$ cat config.mk
export PLATFORM = sky130hd
export DESIGN_NAME = odo_mul
export DESIGN_NICKNAME = d
export VERILOG_FILES = /design/src/odo_mul.sv
export SDC_FILE = /design/constraint.sdc
export NUM_CORES = 2
export LEC_CHECK = 0
export BUFFER_PORTS_ARGS = -buffer_cell sky130_fd_sc_hd__buf_2
export CAP_MARGIN = 0
export CORE_MARGIN = 2
export CORE_UTILIZATION = 40
export DETAILED_ROUTE_END_ITERATION = 7
export PLACE_DENSITY = 0.58
export RECOVER_POWER = 100
export SETUP_SLACK_MARGIN = 0.1
export SYNTH_ARGS = -nofsm -noshare
export SYNTH_HDL_FRONTEND = slang
export SYNTH_SLANG_ARGS = --single-unit
$ cat constraint.sdc
create_clock -name clk_i -period 13.08 [get_ports clk_i]
set_input_delay 0.654 -clock clk_i [delete_from_list [all_inputs] [get_ports clk_i]]
set_output_delay 0.654 -clock clk_i [all_outputs]
set_load 0.01 [all_outputs]
$ cat src/odo_mul.sv
`timescale 1ns / 1ps
// Shared 32x32 unsigned multiplier with registered product.
// Depends on nothing but its ports.
module odo_mul (
  input  logic        clk_i,
  input  logic [31:0] a_i,
  input  logic [31:0] b_i,
  output logic [63:0] p_o
);

  logic [63:0] p_q;

  always_ff @(posedge clk_i) begin
    p_q <= 64'(a_i) * 64'(b_i);
  end

  assign p_o = p_q;

endmodule

==> results.tsv <==
stage	metric	value	unit
cells_and_area	P&R area growth vs syn	3.99	%
clock_network	TritonCTS clock tree	done	
global_routing	total gr overflow	0	
run	max_cap viols	3	
yosys	EDFF count, synth	0	
global_routing	total global-route track usage	22.3	%
sta	max_slew headroom	-32.1	%
clock_network	total CTS buffers	9	
yosys	Post-Syn Area	34700	sq um
setup_path	crit-path cells	clkbuf_1 -> nand2_1 -> fa_1 -> inv_1 -> fa_1 -> inv_1 -> fa_1 -> inv_1 -> ha_1 -> ha_1 -> ha_1 -> ha_1 -> fa_1 -> ha_1 -> and3_1 -> a221oi_1 -> a221oi_1 -> a2111oi_0 -> o31ai_4 -> a221oi_1 -> o31ai_1 -> nor4_1 -> a311oi_1	
global_routing	vias in the first global route	27100	
floorplanning	Rows	107	
sta	Slew Limit Fails	70	
global_routing	most used routing layer	met2	
sta	Fmax	100	MHz
clock_network	clock sink count	64	
route	Avg WL per Cell	19.9	um
setup_path	CP Capture Type	register	
yosys	Yosys top cell by area	fa_1	
sta	Tightest Pin Transition	1.98	ns
clock_network	# resized after CTS	0	
route	DR vias	24400	
sta	Final Hold Vio Count	0	
sta	Period minus WS final	9.95	ns
sta	Final TNS setup	0	ns
cells_and_area	Seq. cell area	1280	sq um
yosys	part of the Yosys area used for sequential elements	3.69	%
global_routing	initial antenna violation count	4	
yosys	count leader, synth	fa_1	
yosys	Main synth FF type	dfxtp_1	
floorplanning	core area	85500	sq um
yosys	Yosys top cell area share	51.7	%
setup_path	type of element launching the critical path	input pin	
global_routing	first-pass GRT wire length	153000	um
clock_network	setup bufs post-CTS	0	
clock_network	Clock transition at path regs	0.06	ns
yosys	Post-Syn Nets	4972	
global_routing	largest net degree at the start of global routing	33	
global_routing	Global Route met1 Usage	27.0	%
setup_path	slowest stage delay, CP	1.38	ns
route	Total Routed Length	95800	um
cells_and_area	number of flip-flops in the largest register	64	
cells_and_area	multi-input logic area	29200	sq um
yosys	Warnings, synthesis	0	
setup_path	Required @ worst endpoint	13.22	ns
yosys	FFs w/ async S/R, synth	0	%
floorplanning	Die Y	298	um
setup_path	CP top delay family	compound AO/OA/AOI/OAI gates	
placement	Final GP Congestion	0.894	
setup_path	CP most frequent cell	ha_1	
clock_network	Max H-tree Level	3	
yosys	synth unique cells	57	
route	router iterations before antenna repair	5	
setup_path	slowest stage cell on the critical path	clkbuf_1	
yosys	cell count after synthesis	3748	
cells_and_area	Layout Nets	4896	
setup_path	Buffers & Inverters on Critical Path	4	
yosys	syn_area_per_cell	9.25	sq um
setup_path	WS Path Type	in -> reg	
sta	RSZ-0062 raised after global routing	no	
cells_and_area	fillers	8613	
cells_and_area	layout cells sized above 1	2.45	%
route	vias per inst	5.05	
sta	Tcrit/Tclk final	76.1	%
global_routing	Global Route met3 Usage	2.11	%
hold_path	worst hold-check path type	in -> reg	
clock_network	CTS Hold Bufs	0	
floorplanning	starting density of the core	40.5	%
setup_path	Worst Path Arrival	10.10	ns
route	drt initial violations	1163	
clock_network	Clock Tree Root	clkbuf_16	
floorplanning	Die Footprint	89100	sq um
placement	PortBufs	128	
clock_network	Max clock buf depth	2	
global_routing	grt met2 use	40.7	%
placement	dpl hpwl	76600	um
yosys	#FFs+latches synth	64	
run_status	outcome	finished with violations	
setup_path	Worst Path Max Fanout	32	
route	final antenna-violating net count	0	
route	Residual DRC	0	
floorplanning	IO Pins	129	
yosys	synth top area cells	fa_1 (52%), and2_1 (11%), ha_1 (9.5%), inv_1 (9.4%), nand2_1 (5.2%)	
yosys	commonest cells in the synthesized netlist	fa_1 (896), inv_1 (865), and2_1 (602)	
run_status	failing checks	capacitance limit, slew limit	
floorplanning	die width	298	um
sta	endpoints failing setup	0	
-- kinds of logic after synthesis --
| group | Yosys count | synth area share [%] |
|---|---|---|
| flops | 64 | 3.69 |
| compound gates | 202 | 4.15 |
| fa+ha+maj | 1159 | 61.2 |
| simple gates | 1177 | 17.6 |
| buf+inv | 1085 | 11.8 |
| mux | 1 | 0.0289 |
| xor+xnor | 60 | 1.52 |
-- layout by cell type, fill, tap and decap left out, drive strengths merged, types with 12 or more instances in the layout --
cell type / n
buf: 67
nor2: 20
a21o: 40
fa: 896
and3: 14
inv: 865
xnor2: 35
dfxtp: 64
nand2: 480
ha: 263
a21oi: 66
nand4: 23
clkbuf: 77
o21ai: 26
xor2: 25
a31oi: 12
and2: 602
-- layout make-up --
class | instances | share of cell area, %
antenna | 3 | 0.0208
tap | 1144 | 3.97
clock inverter | 4 | 0.125
clock buffer | 11 | 0.673
sequential | 64 | 3.55
multi-input combinational | 2599 | 81.0
timing repair buffer | 133 | 1.65
inverter | 865 | 9.00
-- final timing paths --
check  startpoint              end  slack (ns)  cells after the start
max        a_i[3]  p_o[57]$_DFF_P_        3.13                     23
min        a_i[0]   p_o[0]$_DFF_P_        0.96                      2
-- metal layers --
| metal | up-vias | routed length (um) |
|---|---|---|
| met1 | 12900 | 37300 |
| met2 | 605 | 50900 |
| li1 | 10700 | - |
| met5 | - | 22 |
| met3 | 175 | 3320 |
| met4 | 4 | 4280 |
-- metrics by stage --
| stage | cell area (sq um) | utilization (%) | hold slack [ns] | std cells | worst slack, ns |
|---|---|---|---|---|---|
| finish | 36100 | 42.1 | 0.961 | 4823 | 3.13 |
| global route | 36100 | 42.1 | 0.948 | 4820 | 2.78 |
| CTS | 36200 | 42.4 | 0.931 | 4820 | 4.81 |
| detailed placement | 36000 | 42.0 | 1.05 | 4805 | 4.45 |
| global placement | 36000 | 42.0 | 1.05 | 4805 | 4.55 |
| floorplan | 34700 | - | 0.781 | 3748 | 5.67 |
Power is left out: the tool's default activity adds up to more than one toggle a clock period on the data nets, which glitch-free logic cannot reach.
