**src/odo_pkg.sv**
```systemverilog
`timescale 1ns / 1ps
// Shared types, constants and the arctangent table of the odometry unit.
// No dependencies; imported by odo_div, odo_cordic and the top level.
package odo_pkg;

  localparam int unsigned CORDIC_STEPS_DEF = 24;

  // fixed-point constants
  localparam logic signed [28:0] PI_Q24      = 29'sd52707179;
  localparam logic signed [28:0] HALF_PI_Q24 = 29'sd26353589;
  localparam logic signed [28:0] PERIOD_Q24  = 29'sd105414358;
  localparam logic [31:0]        PERIOD_U32  = 32'd105414358;
  localparam logic [28:0]        PERIOD_U29  = 29'd105414358;
  localparam logic [31:0]        PI_Q29      = 32'd1686629713;
  localparam logic signed [33:0] CORDIC_GAIN = 34'sd652032875;

  // reciprocal constants
  localparam logic [31:0] PERIOD_RECIP = 32'd683565269;  // floor(2^56 / period)
  localparam logic [31:0] GYRO_INT     = 32'd16777;      // 2^24 div 1000
  localparam logic [24:0] GYRO_FRAC    = 25'd216;        // 2^24 mod 1000
  localparam logic [24:0] GYRO_HALF    = 25'd500;
  localparam logic [31:0] GYRO_RECIP   = 32'd274877907;  // ceil(2^38 / 1000)

  // divider word sizes
  localparam int unsigned DVD_W = 64;
  localparam int unsigned DVS_W = 32;
  localparam int unsigned CNT_W = 7;

  // configuration register indexes
  localparam logic [2:0] REG_LEFT_DIA  = 3'd0;
  localparam logic [2:0] REG_RIGHT_DIA = 3'd1;
  localparam logic [2:0] REG_TRACK     = 3'd2;
  localparam logic [2:0] REG_LEFT_CPR  = 3'd3;
  localparam logic [2:0] REG_RIGHT_CPR = 3'd4;
  localparam logic [2:0] REG_GEAR      = 3'd5;
  localparam logic [2:0] REG_USE_GYRO  = 3'd6;
  localparam logic [2:0] REG_GYRO_BIAS = 3'd7;

  typedef struct packed {
    logic               start;
    logic [DVD_W-1:0]   dividend;
    logic [DVS_W-1:0]   divisor;
    logic [CNT_W-1:0]   nbits;
  } div_req_t;

  typedef struct packed {
    logic               done;
    logic [DVD_W-1:0]   quot;
    logic [DVS_W-1:0]   rem;
  } div_rsp_t;

  // atan(2^-i) in Q24 radians
  function automatic logic [23:0] atan_q24(input logic [4:0] i);
    logic [23:0] r;
    case (i)
      5'd0:  r = 24'd13176795;
      5'd1:  r = 24'd7778716;
      5'd2:  r = 24'd4110060;
      5'd3:  r = 24'd2086331;
      5'd4:  r = 24'd1047214;
      5'd5:  r = 24'd524117;
      5'd6:  r = 24'd262123;
      5'd7:  r = 24'd131069;
      5'd8:  r = 24'd65536;
      5'd9:  r = 24'd32768;
      5'd10: r = 24'd16384;
      5'd11: r = 24'd8192;
      5'd12: r = 24'd4096;
      5'd13: r = 24'd2048;
      5'd14: r = 24'd1024;
      5'd15: r = 24'd512;
      5'd16: r = 24'd256;
      5'd17: r = 24'd128;
      5'd18: r = 24'd64;
      5'd19: r = 24'd32;
      5'd20: r = 24'd16;
      5'd21: r = 24'd8;
      5'd22: r = 24'd4;
      5'd23: r = 24'd2;
      5'd24: r = 24'd1;
      default: r = 24'd0;
    endcase
    return r;
  endfunction

endpackage

```
**src/odo_div.sv**
```systemverilog
`timescale 1ns / 1ps
// Restoring radix-2 divider, one quotient bit per cycle.
// Depends on odo_pkg.
module odo_div
  import odo_pkg::*;
(
  input  logic     clk_i,
  input  logic     rst_ni,
  input  div_req_t req_i,
  output div_rsp_t rsp_o
);

  logic [DVD_W-1:0] dvd_q, quot_q;
  logic [DVS_W-1:0] dvs_q, rem_q;
  logic [CNT_W-1:0] cnt_q;
  logic             done_q;
  logic [DVS_W:0]   rem_sh, rem_sub;
  logic             ge;

  assign rem_sh  = {rem_q, dvd_q[DVD_W-1]};
  assign ge      = rem_sh >= {1'b0, dvs_q};
  assign rem_sub = rem_sh - {1'b0, dvs_q};

  always_ff @(posedge clk_i or negedge rst_ni) begin
    if (!rst_ni) begin
      cnt_q  <= '0;
      done_q <= 1'b0;
    end else begin
      done_q <= 1'b0;
      if (req_i.start) begin
        cnt_q <= req_i.nbits;
      end else if (cnt_q != '0) begin
        cnt_q  <= cnt_q - 1'b1;
        done_q <= (cnt_q == CNT_W'(1));
      end
    end
  end

  always_ff @(posedge clk_i) begin
    if (req_i.start) begin
      // align the top dividend bit to the msb
      dvd_q  <= req_i.dividend << (CNT_W'(DVD_W) - req_i.nbits);
      dvs_q  <= req_i.divisor;
      quot_q <= '0;
      rem_q  <= '0;
    end else if (cnt_q != '0) begin
      dvd_q  <= {dvd_q[DVD_W-2:0], 1'b0};
      quot_q <= {quot_q[DVD_W-2:0], ge};
      rem_q  <= ge ? rem_sub[DVS_W-1:0] : rem_sh[DVS_W-1:0];
    end
  end

  assign rsp_o.done = done_q;
  assign rsp_o.quot = quot_q;
  assign rsp_o.rem  = rem_q;

endmodule

```
**config.mk**
```make
export PLATFORM = sky130hd
export DESIGN_NAME = odo_div
export DESIGN_NICKNAME = d
export VERILOG_FILES = /design/src/odo_pkg.sv /design/src/odo_div.sv
export SDC_FILE = /design/constraint.sdc
export NUM_CORES = 1
export LEC_CHECK = 0
export BUFFER_PORTS_ARGS = -buffer_cell sky130_fd_sc_hd__buf_2
export CAP_MARGIN = 20
export CORE_MARGIN = 1.5
export CORE_UTILIZATION = 50
export DETAILED_ROUTE_END_ITERATION = 12
export PLACE_DENSITY = 0.69
export SLEW_MARGIN = 30
export SYNTH_ARGS = -nofsm -noshare
export SYNTH_HDL_FRONTEND = slang
export SYNTH_SLANG_ARGS = --single-unit
export TNS_END_PERCENT = 30
```
**constraint.sdc**
```tcl
create_clock -name clk_i -period 3.7 [get_ports clk_i]
set_clock_uncertainty 0.1 [all_clocks]
set_input_delay 0.185 -clock clk_i [delete_from_list [all_inputs] [get_ports clk_i]]
set_output_delay 0.185 -clock clk_i [all_outputs]
set_load 0.005 [all_outputs]
```
==> results.json <==
{
  "clockRootBuffer": "sky130_fd_sc_hd__clkbuf_16",
  "area_share_of_the_leading_cell_type_in_the_synthesized_netlist_pct": 22.4,
  "overflow": 0,
  "ys_ff_latch": 200,
  "numPortBuffers": 202,
  "synth-warning-count": 0,
  "clk_pin_slew_worst_paths_ns": 0.08,
  "worstHoldPathType": "input pin to flop",
  "wl_per_cell_microns": 18.7,
  "hpwlAfterDp_microns": 26700,
  "cts_tree": "built",
  "route.layer.met1.wl_microns": 16100,
  "globalRouteTotalUtil_pct": 27.7,
  "synth_enable_flop_cells": 96,
  "die_w_microns": 163,
  "ys_seq_area_share_pct": 38.9,
  "cts_max_path_buffers": 2,
  "required_time_reported_for_the_critical_path_endpoint_ns": 3.80,
  "drt_first_iter_violations": 1167,
  "met3WireLength_microns": 2370,
  "timing.fmax_mhz": 311,
  "wl_met2_microns": 17600,
  "async_reset_ff_share_pct": 4.00,
  "post-route-min-period_ns": 3.21,
  "worst_slew_margin_rel_pct": 44.1,
  "floorplan_die_area_sq_mm": 0.0267,
  "cp_max_fo": 24,
  "detail_route.first_pass.iterations": 5,
  "worstPathBufferInverterCount": 4,
  "drive_gt1_share_pct": 21.4,
  "type_of_the_worst_setup_path": "input pin to flop",
  "via_count_of_the_first_global_routing_pass": 10800,
  "clk-insertion-delay-late_ns": 0.45,
  "synth-main-ff-cell": "sky130_fd_sc_hd__edfxtp_1",
  "core.rowCount": 58,
  "path_delay_family": "buffers and inverters",
  "synthesis.area_sq_mm": 0.0129,
  "synth_cells": 1454,
  "grt_max_degree": 81,
  "max_cap_violations": 0,
  "finalSetupViolCount": 0,
  "tightest_pin_transition_ns": 0.838,
  "initial_utilization_pct": 51.0,
  "setup.reg_to_reg.worst_slack_ns": 0.57,
  "design.core.area_sq_mm": 0.0253,
  "drt-total-wl_microns": 36900,
  "r2r_start": "dvs_q[1]$_DFFE_PP_",
  "finalWeightedCongestion": 0.953,
  "dr_total_vias": 11700,
  "cts_sinks": 200,
  "outcome": "finished, final reports clean",
  "first_pass_grt_wire_length_microns": 58300,
  "rsz_0062_raised_after_global_routing": "no",
  "cp-end-kind": "flop",
  "tns_ns": 0,
  "placed_area_sq_mm": 0.0142,
  "highest-signal-layer": "met4",
  "detail_route.vias_per_cell": 5.92,
  "hold_start": "req_i[103]",
  "drv_slew": 0,
  "timing.critical_path.from": "req_i[1]",
  "final_net_count": 1778,
  "number_of_antenna_violations_at_the_first_check_in_global_routing": 1,
  "irDropWorstVdd_uv": 313,
  "floorplan.io_pins": 203,
  "power-per-cell-area_mw_per_mm2": 480,
  "timing.critical_path.cells": "dlygate4sd3_1 > buf_2 > inv_1 > ha_2 > buf_4 > mux2i_1 > a21oi_1 > mux2i_1 > mux2_2 > nor2_1 > a21oi_1 > nor2_1 > a221o_1",
  "p_leak_nw": 6.46,
  "critical-path-slowest-cell": "sky130_fd_sc_hd__dlygate4sd3_1",
  "clock_tree.htree_level_count": 4,
  "finalHoldViolations": 0,
  "area_leader_netlist": "sky130_fd_sc_hd__edfxtp_1",
  "drtAntennaViolNets": 0,
  "synth_nets": 1596,
  "critical_path_arrival_ns": 3.31,
  "setup.worst_path.start_class": "input pin",
  "worst_path_largest_cell_delay_ns": 0.54,
  "synthTopCellsByArea": "sky130_fd_sc_hd__edfxtp_1 22%, sky130_fd_sc_hd__dfxtp_1 15%, sky130_fd_sc_hd__nand2_1 10%",
  "layout-area-overhead-vs-synth_pct": 18.7,
  "cts_buffer_count": 17,
  "post_synth_num_cell_types": 68,
  "syn_avg_cell_area_sq_um": 8.86,
  "route.detailed.drc": 0,
  "die_h_microns": 163,
  "finish.instance_area_sq_mm": 0.0153,
  "final.period_utilization_pct": 86.8
}
==> metrics by stage <==
step / cells / utilization, % / power [mW] / setup WS, ns / hold slack, ns
6_report: 1980 / 60.5 / 7.34 / 0.488 / 0.0376
5_1_grt: 1980 / 60.5 / 7.71 / 0.331 / 0.0358
4_1_cts: 1979 / 60.4 / 7.33 / 0.535 / 0.0246
3_5_place_dp: 1909 / 56.3 / 5.23 / 0.584 / -0.0533
3_3_place_gp: 1909 / 56.3 / 5.21 / 0.603 / -0.0565
2_1_floorplan: 1454 / - / 4.51 / 0.405 / -0.211
==> cell usage after synthesis, types with 7 or more instances <==
| master | count |
|---|---|
| sky130_fd_sc_hd__mux4_2 | 48 |
| sky130_fd_sc_hd__o211ai_1 | 14 |
| sky130_fd_sc_hd__edfxtp_1 | 96 |
| sky130_fd_sc_hd__a31oi_1 | 9 |
| sky130_fd_sc_hd__clkbuf_1 | 64 |
| sky130_fd_sc_hd__mux2i_1 | 40 |
| sky130_fd_sc_hd__o2bb2ai_1 | 31 |
| sky130_fd_sc_hd__a311oi_1 | 19 |
| sky130_fd_sc_hd__dfrtp_1 | 8 |
| sky130_fd_sc_hd__a21oi_1 | 145 |
| sky130_fd_sc_hd__nor3_1 | 10 |
| sky130_fd_sc_hd__nor2_1 | 111 |
| sky130_fd_sc_hd__o21a_1 | 9 |
| sky130_fd_sc_hd__nand2_1 | 347 |
| sky130_fd_sc_hd__nand3_1 | 20 |
| sky130_fd_sc_hd__a311oi_2 | 7 |
| sky130_fd_sc_hd__o21ai_0 | 60 |
| sky130_fd_sc_hd__inv_1 | 45 |
| sky130_fd_sc_hd__a211oi_1 | 11 |
| sky130_fd_sc_hd__xnor2_1 | 22 |
| sky130_fd_sc_hd__o221ai_1 | 22 |
| sky130_fd_sc_hd__dfxtp_1 | 96 |
| sky130_fd_sc_hd__a221o_1 | 11 |
| sky130_fd_sc_hd__buf_2 | 28 |
| sky130_fd_sc_hd__ha_1 | 35 |
| sky130_fd_sc_hd__and3_1 | 8 |
| sky130_fd_sc_hd__nor2b_1 | 8 |
| sky130_fd_sc_hd__a21o_1 | 13 |
| sky130_fd_sc_hd__xor2_1 | 16 |
| sky130_fd_sc_hd__o21ai_1 | 7 |
==> final cells by class <==
cell class | count | area [sq um]
sequential | 200 | 5000
clock buffer | 17 | 425
fill | 2164 | 9970
inverter | 46 | 173
multi-input combinational | 1101 | 7340
tap | 330 | 413
antenna | 1 | 2.50
clock inverter | 15 | 228
timing repair buffer | 270 | 1700
==> flip-flops by register name, summed over array words and instances, names as in the netlist <==
name / cells
rem_q: 32
done_q: 1
quot_q: 64
dvs_q: 32
cnt_q: 7
dvd_q: 64
==> worst register-to-register path: cells and delay by family, from the launching register on <==
| kind | cells | cell delay [ns] |
|---|---|---|
| compound gates | 6 | 1.42 |
| fa+ha+maj | 1 | 0.22 |
| buf+inv | 2 | 0.44 |
| flops | 1 | 0.42 |
| simple gates | 3 | 0.45 |
==> logic make-up after synthesis <==
logic type | Yosys count | synth area share [%]
flops | 200 | 38.9
fa+ha+maj | 36 | 3.56
compound gates | 397 | 20.7
buf+inv | 153 | 5.20
mux | 93 | 11.9
xor+xnor | 38 | 2.58
simple gates | 537 | 17.2
==> path summary, 6_finish.rpt <==
check	to	depth (start not counted)
min in group asynchronous	done_q$_DFF_PN0_	2
hold / removal	rem_q[23]$_SDFFE_PP0P_	2
max in group asynchronous	cnt_q[1]$_DFFE_PN0P_	2
hold reg to reg	quot_q[63]$_SDFFE_PP0P_	2
setup reg to reg	rem_q[24]$_SDFFE_PP0P_	12
setup / recovery	dvd_q[56]$_DFFE_PP_	13
==> per-layer routing <==
layer | up-vias | global-route usage, %
li1 | 5635 | -
met5 | - | 0
met2 | 464 | 46.0
met4 | 0 | 9.34
met1 | 5568 | 37.5
met3 | 57 | 3.53
==> timing repair <==
action / CTS / global route
hold endpoints to repair: 45 / 0
resized for setup: 0 / 0
buffers inserted: 0 / 0
hold buffers: 38 / 0
==> layout by cell type (no fill, tap or decap), drive strengths merged, types with 11 or more instances in the layout <==
master	n
clkbuf	17
mux2i	40
a221o	11
o211ai	15
xnor2	22
inv	61
o2bb2ai	31
dfxtp	96
a21oi	147
a311oi	26
nor3	11
a211oi	13
mux4	48
nand2	347
buf	232
nor2	111
xor2	16
o221ai	22
dlygate4sd3	38
nand3	20
a21o	14
o21ai	67
edfxtp	96
ha	35
==> where the power goes <==
group | internal, mW | total (mW) | leakage, nW | switching (mW)
registers | 2.56 | 2.71 | 1.95 | 0.158
logic | 1.04 | 2.54 | 4.19 | 1.51
clock network | 0.982 | 2.08 | 0.317 | 1.09
total | 4.58 | 7.34 | 6.46 | 2.76
No activity file was read; power rests on OpenSTA's default activity.
