--- src/odo_pkg.sv ---
`timescale 1ns / 1ps
// Shared types, constants and the arctangent table of the odometry unit.
// No dependencies; imported by odo_div, odo_cordic and the top level.
package odo_pkg;

  localparam int unsigned CORDIC_STEPS_DEF = 24;

  // fixed-point constants
  localparam logic signed [28:0] PI_Q24      = 29'sd52707179;
  localparam logic signed [28:0] HALF_PI_Q24 = 29'sd26353589;
  localparam logic signed [28:0] PERIOD_Q24  = 29'sd105414358;
  localparam logic [31:0]        PERIOD_U32  = 32'd105414358;
  localparam logic [28:0]        PERIOD_U29  = 29'd105414358;
  localparam logic [31:0]        PI_Q29      = 32'd1686629713;
  localparam logic signed [33:0] CORDIC_GAIN = 34'sd652032875;

  // reciprocal constants
  localparam logic [31:0] PERIOD_RECIP = 32'd683565269;  // floor(2^56 / period)
  localparam logic [31:0] GYRO_INT     = 32'd16777;      // 2^24 div 1000
  localparam logic [24:0] GYRO_FRAC    = 25'd216;        // 2^24 mod 1000
  localparam logic [24:0] GYRO_HALF    = 25'd500;
  localparam logic [31:0] GYRO_RECIP   = 32'd274877907;  // ceil(2^38 / 1000)

  // divider word sizes
  localparam int unsigned DVD_W = 64;
  localparam int unsigned DVS_W = 32;
  localparam int unsigned CNT_W = 7;

  // configuration register indexes
  localparam logic [2:0] REG_LEFT_DIA  = 3'd0;
  localparam logic [2:0] REG_RIGHT_DIA = 3'd1;
  localparam logic [2:0] REG_TRACK     = 3'd2;
  localparam logic [2:0] REG_LEFT_CPR  = 3'd3;
  localparam logic [2:0] REG_RIGHT_CPR = 3'd4;
  localparam logic [2:0] REG_GEAR      = 3'd5;
  localparam logic [2:0] REG_USE_GYRO  = 3'd6;
  localparam logic [2:0] REG_GYRO_BIAS = 3'd7;

  typedef struct packed {
    logic               start;
    logic [DVD_W-1:0]   dividend;
    logic [DVS_W-1:0]   divisor;
    logic [CNT_W-1:0]   nbits;
  } div_req_t;

  typedef struct packed {
    logic               done;
    logic [DVD_W-1:0]   quot;
    logic [DVS_W-1:0]   rem;
  } div_rsp_t;

  // atan(2^-i) in Q24 radians
  function automatic logic [23:0] atan_q24(input logic [4:0] i);
    logic [23:0] r;
    case (i)
      5'd0:  r = 24'd13176795;
      5'd1:  r = 24'd7778716;
      5'd2:  r = 24'd4110060;
      5'd3:  r = 24'd2086331;
      5'd4:  r = 24'd1047214;
      5'd5:  r = 24'd524117;
      5'd6:  r = 24'd262123;
      5'd7:  r = 24'd131069;
      5'd8:  r = 24'd65536;
      5'd9:  r = 24'd32768;
      5'd10: r = 24'd16384;
      5'd11: r = 24'd8192;
      5'd12: r = 24'd4096;
      5'd13: r = 24'd2048;
      5'd14: r = 24'd1024;
      5'd15: r = 24'd512;
      5'd16: r = 24'd256;
      5'd17: r = 24'd128;
      5'd18: r = 24'd64;
      5'd19: r = 24'd32;
      5'd20: r = 24'd16;
      5'd21: r = 24'd8;
      5'd22: r = 24'd4;
      5'd23: r = 24'd2;
      5'd24: r = 24'd1;
      default: r = 24'd0;
    endcase
    return r;
  endfunction

endpackage

--- src/odo_cordic.sv ---
`timescale 1ns / 1ps
// Iterative rotation-mode CORDIC, one micro-rotation per cycle.
// Depends on odo_pkg.
module odo_cordic
  import odo_pkg::*;
#(
  parameter int unsigned CORDIC_STEPS = CORDIC_STEPS_DEF
) (
  input  logic               clk_i,
  input  logic               rst_ni,
  input  logic               start_i,
  input  logic signed [26:0] angle_i,
  output logic               done_o,
  output logic signed [33:0] cos_o,
  output logic signed [33:0] sin_o
);

  localparam int unsigned SW = $clog2(CORDIC_STEPS + 1);

  logic signed [33:0] x_q, y_q, xs, ys;
  logic signed [27:0] z_q, at;
  logic signed [28:0] ang;
  logic [SW-1:0]      i_q;
  logic               busy_q, done_q, flip_q;
  logic [4:0]         idx;

  assign ang = 29'(angle_i);
  assign idx = 5'(i_q);
  assign xs  = x_q >>> idx;
  assign ys  = y_q >>> idx;
  assign at  = 28'({4'b0, atan_q24(idx)});

  always_ff @(posedge clk_i or negedge rst_ni) begin
    if (!rst_ni) begin
      busy_q <= 1'b0;
      done_q <= 1'b0;
      i_q    <= '0;
    end else begin
      done_q <= 1'b0;
      if (start_i) begin
        busy_q <= 1'b1;
        i_q    <= '0;
      end else if (busy_q) begin
        i_q <= i_q + 1'b1;
        if (i_q == SW'(CORDIC_STEPS - 1)) begin
          busy_q <= 1'b0;
          done_q <= 1'b1;
        end
      end
    end
  end

  always_ff @(posedge clk_i) begin
    if (start_i) begin
      x_q <= CORDIC_GAIN;
      y_q <= '0;
      // fold into [-pi/2, pi/2], negate the result afterwards
      if (ang > HALF_PI_Q24) begin
        z_q    <= 28'(ang - PI_Q24);
        flip_q <= 1'b1;
      end else if (ang < -HALF_PI_Q24) begin
        z_q    <= 28'(ang + PI_Q24);
        flip_q <= 1'b1;
      end else begin
        z_q    <= 28'(ang);
        flip_q <= 1'b0;
      end
    end else if (busy_q) begin
      if (!z_q[27]) begin
        x_q <= x_q - ys;
        y_q <= y_q + xs;
        z_q <= z_q - at;
      end else begin
        x_q <= x_q + ys;
        y_q <= y_q - xs;
        z_q <= z_q + at;
      end
    end
  end

  assign done_o = done_q;
  assign cos_o  = flip_q ? -x_q : x_q;
  assign sin_o  = flip_q ? -y_q : y_q;

endmodule

--- config.mk ---
export PLATFORM = sky130hd
export DESIGN_NAME = odo_cordic
export DESIGN_NICKNAME = d
export VERILOG_FILES = /design/src/odo_pkg.sv /design/src/odo_cordic.sv
export SDC_FILE = /design/constraint.sdc
export NUM_CORES = 1
export LEC_CHECK = 0
export ABC_AREA = 1
export BUFFER_PORTS_ARGS = -buffer_cell sky130_fd_sc_hd__buf_2
export CORE_MARGIN = 5
export CORE_UTILIZATION = 40
export CTS_BUF_LIST = sky130_fd_sc_hd__clkbuf_4
export CTS_CLUSTER_SIZE = 28
export DETAILED_ROUTE_END_ITERATION = 10
export MAX_ROUTING_LAYER = met4
export PLACE_DENSITY = 0.67
export SKIP_CTS_REPAIR_TIMING = 1
export SYNTH_ARGS = -nofsm -noshare
export SYNTH_HDL_FRONTEND = slang
export SYNTH_SLANG_ARGS = --single-unit
--- constraint.sdc ---
create_clock -name clk_i -period 4.51 [get_ports clk_i]
set_clock_uncertainty 0.05 [all_clocks]
set_input_delay 0 -clock clk_i [delete_from_list [all_inputs] [get_ports clk_i]]
set_output_delay 0 -clock clk_i [all_outputs]
set_load 0.02 [all_outputs]
==> results of run 1 <==
[worst min-delay path: stages]
cell	delay, ps
buf_2	140
xor2_1	80
nand3_1	70
a21oi_1	70
a21o_1	150
[layer usage]
layer,wire length [µm],track usage,up-vias
li1,-,-,11700
met1,29300,0.325,10600
met2,33200,0.450,720
met3,3510,0.0237,156
met4,2810,0.100,0
met5,0,-,-
[worst min-delay path by stage]
stage / to
3_5_place_dp: busy_q
2_1_floorplan: busy_q
3_3_place_gp: busy_q
4_1_cts: busy_q
5_1_grt: z_q[12]
6_report: z_q[12]
[power by group]
group,total [mW],internal (mW),switching (mW)
Clock,0.510,0.111,0.399
Sequential,1.87,1.46,0.405
Combinational,21.3,10.1,11.2
Total,23.6,11.7,12.0
[sequential cells by signal (all words and copies together) (netlist names)]
register and flops:
flip_q 1, x_q 34, busy_q 1, y_q 34, done_o 1, z_q 28
i_q 5
[through the flow]
step                hold WS (ps)   util  setup TNS, ps  power [mW]
detailed placement          -175  0.523          -1680        20.9
finish                     -42.3  0.566          -1110        23.6
global route               -43.2  0.566         -10520        25.8
CTS                         -903  0.526          -2320        21.5
floorplan                   -346      -              0        12.6
global placement            -175  0.523           -764        20.7
[area by class of cell]
class                      count  area (µm²)  area share
antenna                        6        15.0    0.000598
clock buffer                  10        75.1     0.00299
clock inverter                 6        25.0    0.000997
inverter                     338        1280      0.0510
multi-input combinational   2574       14800       0.591
sequential                   104        2410      0.0961
tap                          592         741      0.0295
timing repair buffer         747        5710       0.227
[placed cells by master (no fill, tap or decap), types with 29 or more instances in the layout]
master / Yosys / routed
a21oi_1: 230 / 195
a21oi_2: 2 / 35
a31oi_1: 38 / 31
buf_2: 34 / 98
buf_4: 8 / 600
dfxtp_1: 68 / 68
edfxtp_1: 29 / 29
ha_1: 110 / 96
inv_1: 323 / 316
nand2_1: 853 / 812
nand2_2: 19 / 57
nand3_1: 378 / 322
nand3_2: 16 / 68
nand4_1: 36 / 36
nor2_1: 293 / 278
nor3_1: 39 / 33
o21ai_0: 179 / 140
o21ai_1: 18 / 44
xnor2_1: 61 / 57
xor2_1: 143 / 140
[kinds of logic (layout without fill, tap and decap cells)]
| group | count (synthesis) | in the layout | share of synthesized area |
|---|---|---|---|
| other | 0 | 6 | 0 |
| AO/OA/AOI/OAI | 554 | 554 | 0.170 |
| adder cells (fa/ha/maj) | 113 | 113 | 0.0799 |
| AND/OR/NAND/NOR | 1703 | 1703 | 0.411 |
| buffers and inverters | 474 | 1101 | 0.105 |
| XOR/XNOR | 204 | 204 | 0.0994 |
| flip-flops | 104 | 104 | 0.134 |
==> results.ini, run 1 <==
[status]
outcome=complete, but fails checks
violations=hold timing, setup timing

[floorplan]
die_h_um=222
dieArea_mm2=0.0493
core.rowCount=77
initial_core_util=0.406
core_area_mm2=0.0443
die_x_um=222
boundaryPins=99

[grt]
grt_pass1_wl_um=105000
grt_pass1_vias=20900
grt_max_degree=74
antenna_found_initial=2
grt.total_usage=0.264
overflow=0

[critical_path]
cp-start-kind=register
critPathKind=register to register
worstReg2RegEnd=z_q[26]
worstPathArrival_ps=5100
worstSetupEndpointType=register
cp_num_cells=25
reg2reg_depth=25
critPathBufInv=6
crit_fanout=13
slowest_delay_ps=530
startpoint=i_q[0]
crit_path_end=z_q[26]
slowest_stage=dfrtp_2
path_common_cell=buf_4
crit_family=simple AND/OR/NAND/NOR gates
r2r-start=i_q[0]
worstPathRequired_ps=4890
ff2ff_setup_slack_ps=-210

[timing]
report.final.slew_viol_count=0
worst_pin_slew_ps=1130
post-route-period-util=1.05
rsz0062_at_grt=yes
fmax_mhz=212
whs_ps=-42.3
finalCriticalPeriod_ps=4720
slew_headroom=0.244
finalWorstSetupSlack_ps=-207
setup_viol=11
hold_viol_final=3

[synth]
synth_area_leader_cell=nand2_1
avgSynthCellArea_um2=5.70
syn_area_mm2=0.0180
synth_top_area_frac=0.178
synth_fp_nets=3295
ys_ff_latch=104
synth_warnings=0
ys_top_cells_by_count=nand2_1 (853), nand3_1 (378), inv_1 (323)
synthArstFlopShare=0.0673
yosysUniqueCellTypes=58
yosys-top-cells-area=nand2_1 (18%), nand3_1 (11%), ha_1 (7.7%), dfxtp_1 (7.6%), xor2_1 (7.0%)
seq_area_frac_synth=0.134
syn_inst=3152
yosys_most_used_dff=dfxtp_1
synth.most_common_cell=nand2_1
synth-edff-count=29

[final_layout]
nets=3917
design_area_mm2=0.0251
areaGrowthSynthToFinish_pct=39.6
fillers=4484
stdcell_count=4377
layout-drive-gt1-share=0.279

[routing]
vias=23100
drc=0
drt.antenna.violating_nets=0
drtIter0Drc=1809
wirelength_um=68800
post_drt_wl_per_cell_um=15.7
first_pass_iters=5
vias_per_cell=5.29

[clock_tree]
clkTransAtPathRegs_ps=160
numCtsBuffers=9
h-tree-depth=3
clk_latency_ps=680
clkSinkCount=104
cts_tree=built
ctsLongestPathBuffers=2
ctsRootBufferMaster=clkbuf_4

[placement]
numPortBuffers=98
hpwl_um=54000
place_congestion=1.02
dp_cells=4298
dpl_cell_area_mm2=0.0232
dp_slack_ps=-272

[min_path]
holdPathStages=5
worstHoldStart=angle_i[12]
hold_class=input pin to register

[run]
cap_violations=0

[power]
ir_drop_mv=0.529
p_leak_nw=13.0
powerDensity_mw_per_mm2=942

Power figures use the tool's default switching activity.
==> run 2, diff against run 1 <==
- CORE_UTILIZATION: 40 -> 24
- PLACE_DENSITY: 0.67 -> 0.43
==> run 2 against run 1 <==
The flow finishes with violations (setup timing). Register-to-register slack improved by 120 ps. Sequential power about the same. Sequential share of layout area decreased by 0.35 points. Via count decreased by 2.7%. Wire length increased by 14%. First-iteration DRC count decreased by 33%. Critical path type unchanged. Largest cell class unchanged.
==> results.ini, run 2 (synthesized netlist as in run 1, its figures left out) <==
[power]
ir_drop_mv=0.435
p_leak_nw=13.3
power_mw=24.5
powerDensity_mw_per_mm2=940

[floorplan]
die_x_um=284
dieArea_mm2=0.0805
initial_core_util=0.242
boundaryPins=99
die_h_um=284
core.rowCount=100
core_area_mm2=0.0743

[min_path]
whs_endpoint=z_q[13]
hold_class=input pin to register
worstHoldStart=angle_i[13]
holdPathStages=5

[final_layout]
final_cell_mix=nand2_1 (810), buf_4 (652), nand3_1 (327), inv_1 (315), nor2_1 (265)
areaGrowthSynthToFinish_pct=45.0
reg_top3=x_q x34, y_q x34, z_q x28
layout-drive-gt1-share=0.300
nets=3965
utilization=0.351
design_area_mm2=0.0261
layout_commonest_cell=nand2_1

[grt]
grt_max_degree=51
grt.total_usage=0.189
grt_pass1_vias=21500
antenna_found_initial=1
overflow=0
grt_pass1_wl_um=120000

[critical_path]
critPathKind=register to register
ff2ff_setup_slack_ps=-80
worstPathRequired_ps=5100
worstPathArrival_ps=5190
cp-start-kind=register
r2r-start=i_q[1]
worstSetupEndpointType=register
reg2reg_depth=32
slowest_delay_ps=500
path_common_cell=nand3_1
crit_fanout=18
slowest_stage=dfrtp_2
worstReg2RegEnd=x_q[33]

[routing]
drc=0
drt.antenna.violating_nets=0
wl_met3_um=1980
wirelength_um=78200
post_drt_wl_per_cell_um=16.3
drtIter0Drc=1211
first_pass_iters=6
wl_met1_um=35800
vias=22500
route.met2.wl_um=38300
vias_per_cell=4.69
top_layer=met4

[placement]
place_congestion=0.910
dp_slack_ps=-402
dpl_cell_area_mm2=0.0239
numPortBuffers=98
hpwl_um=63300

[clock_tree]
clk_latency_ps=680
clkTransAtPathRegs_ps=250
ctsRootBufferMaster=clkbuf_4
numCtsBuffers=9
h-tree-depth=3
ctsLongestPathBuffers=2
clkSinkCount=104
cts_tree=built

[timing]
setup_viol=6
rsz0062_at_grt=yes
report.final.slew_viol_count=0
finalCriticalPeriod_ps=4590
finalWorstSetupSlack_ps=-84.5
fmax_mhz=218
worst_pin_slew_ps=820
hold_viol_final=0
post-route-period-util=1.02
slew_headroom=0.452

[status]
outcome=complete, but fails checks
violations=setup timing

[run]
cap_violations=0

## run 2: routing by layer
layer | GRT usage | vias to the layer above
met5 | - | -
met4 | 0.0487 | 0
met3 | 0.0126 | 86
met2 | 0.330 | 379
met1 | 0.238 | 10300
li1 | - | 11800
## run 2: power breakdown
part	internal, mW	switching [mW]
registers	1.46	0.415
clock network	0.119	0.446
logic	10.4	11.7
total	12.0	12.5
## run 2: metrics by stage
stage	cells	TNS (ps)	hold WS [ps]
6_report	4797	-261	3.11
5_1_grt	4797	-9170	4.87
4_1_cts	4734	-8500	-947
3_5_place_dp	4718	-6920	-176
3_3_place_gp	4718	-6640	-170
2_1_floorplan	3152	0	-346
## run 2: critical path: cells and delay by family, from the launching register on
kind	cells	cell delay (ps)
xor+xnor	1	170
compound gates	3	560
flops	1	500
simple gates	19	2150
buf+inv	8	880
fa+ha+maj	1	290
## run 2: layout make-up
cell class | count | area [µm²]
Fill cell | 8339 | 48300
Multi-Input combinational cell | 2574 | 15100
Timing Repair Buffer | 795 | 5990
Sequential cell | 104 | 2410
Inverter | 338 | 1270
Tap cell | 969 | 1210
Clock buffer | 9 | 67.6
Clock inverter | 7 | 53.8
Antenna cell | 1 | 2.50
## run 2: how the worst max path moves through the flow
stage,startpoint,end,slack (ps)
floorplan,i_q[0],z_q[24],120
global placement,i_q[1],y_q[33],-460
detailed placement,i_q[1],y_q[33],-400
CTS,i_q[1],y_q[33],-460
global route,i_q[0],y_q[27],-510
finish,i_q[1],x_q[33],-80
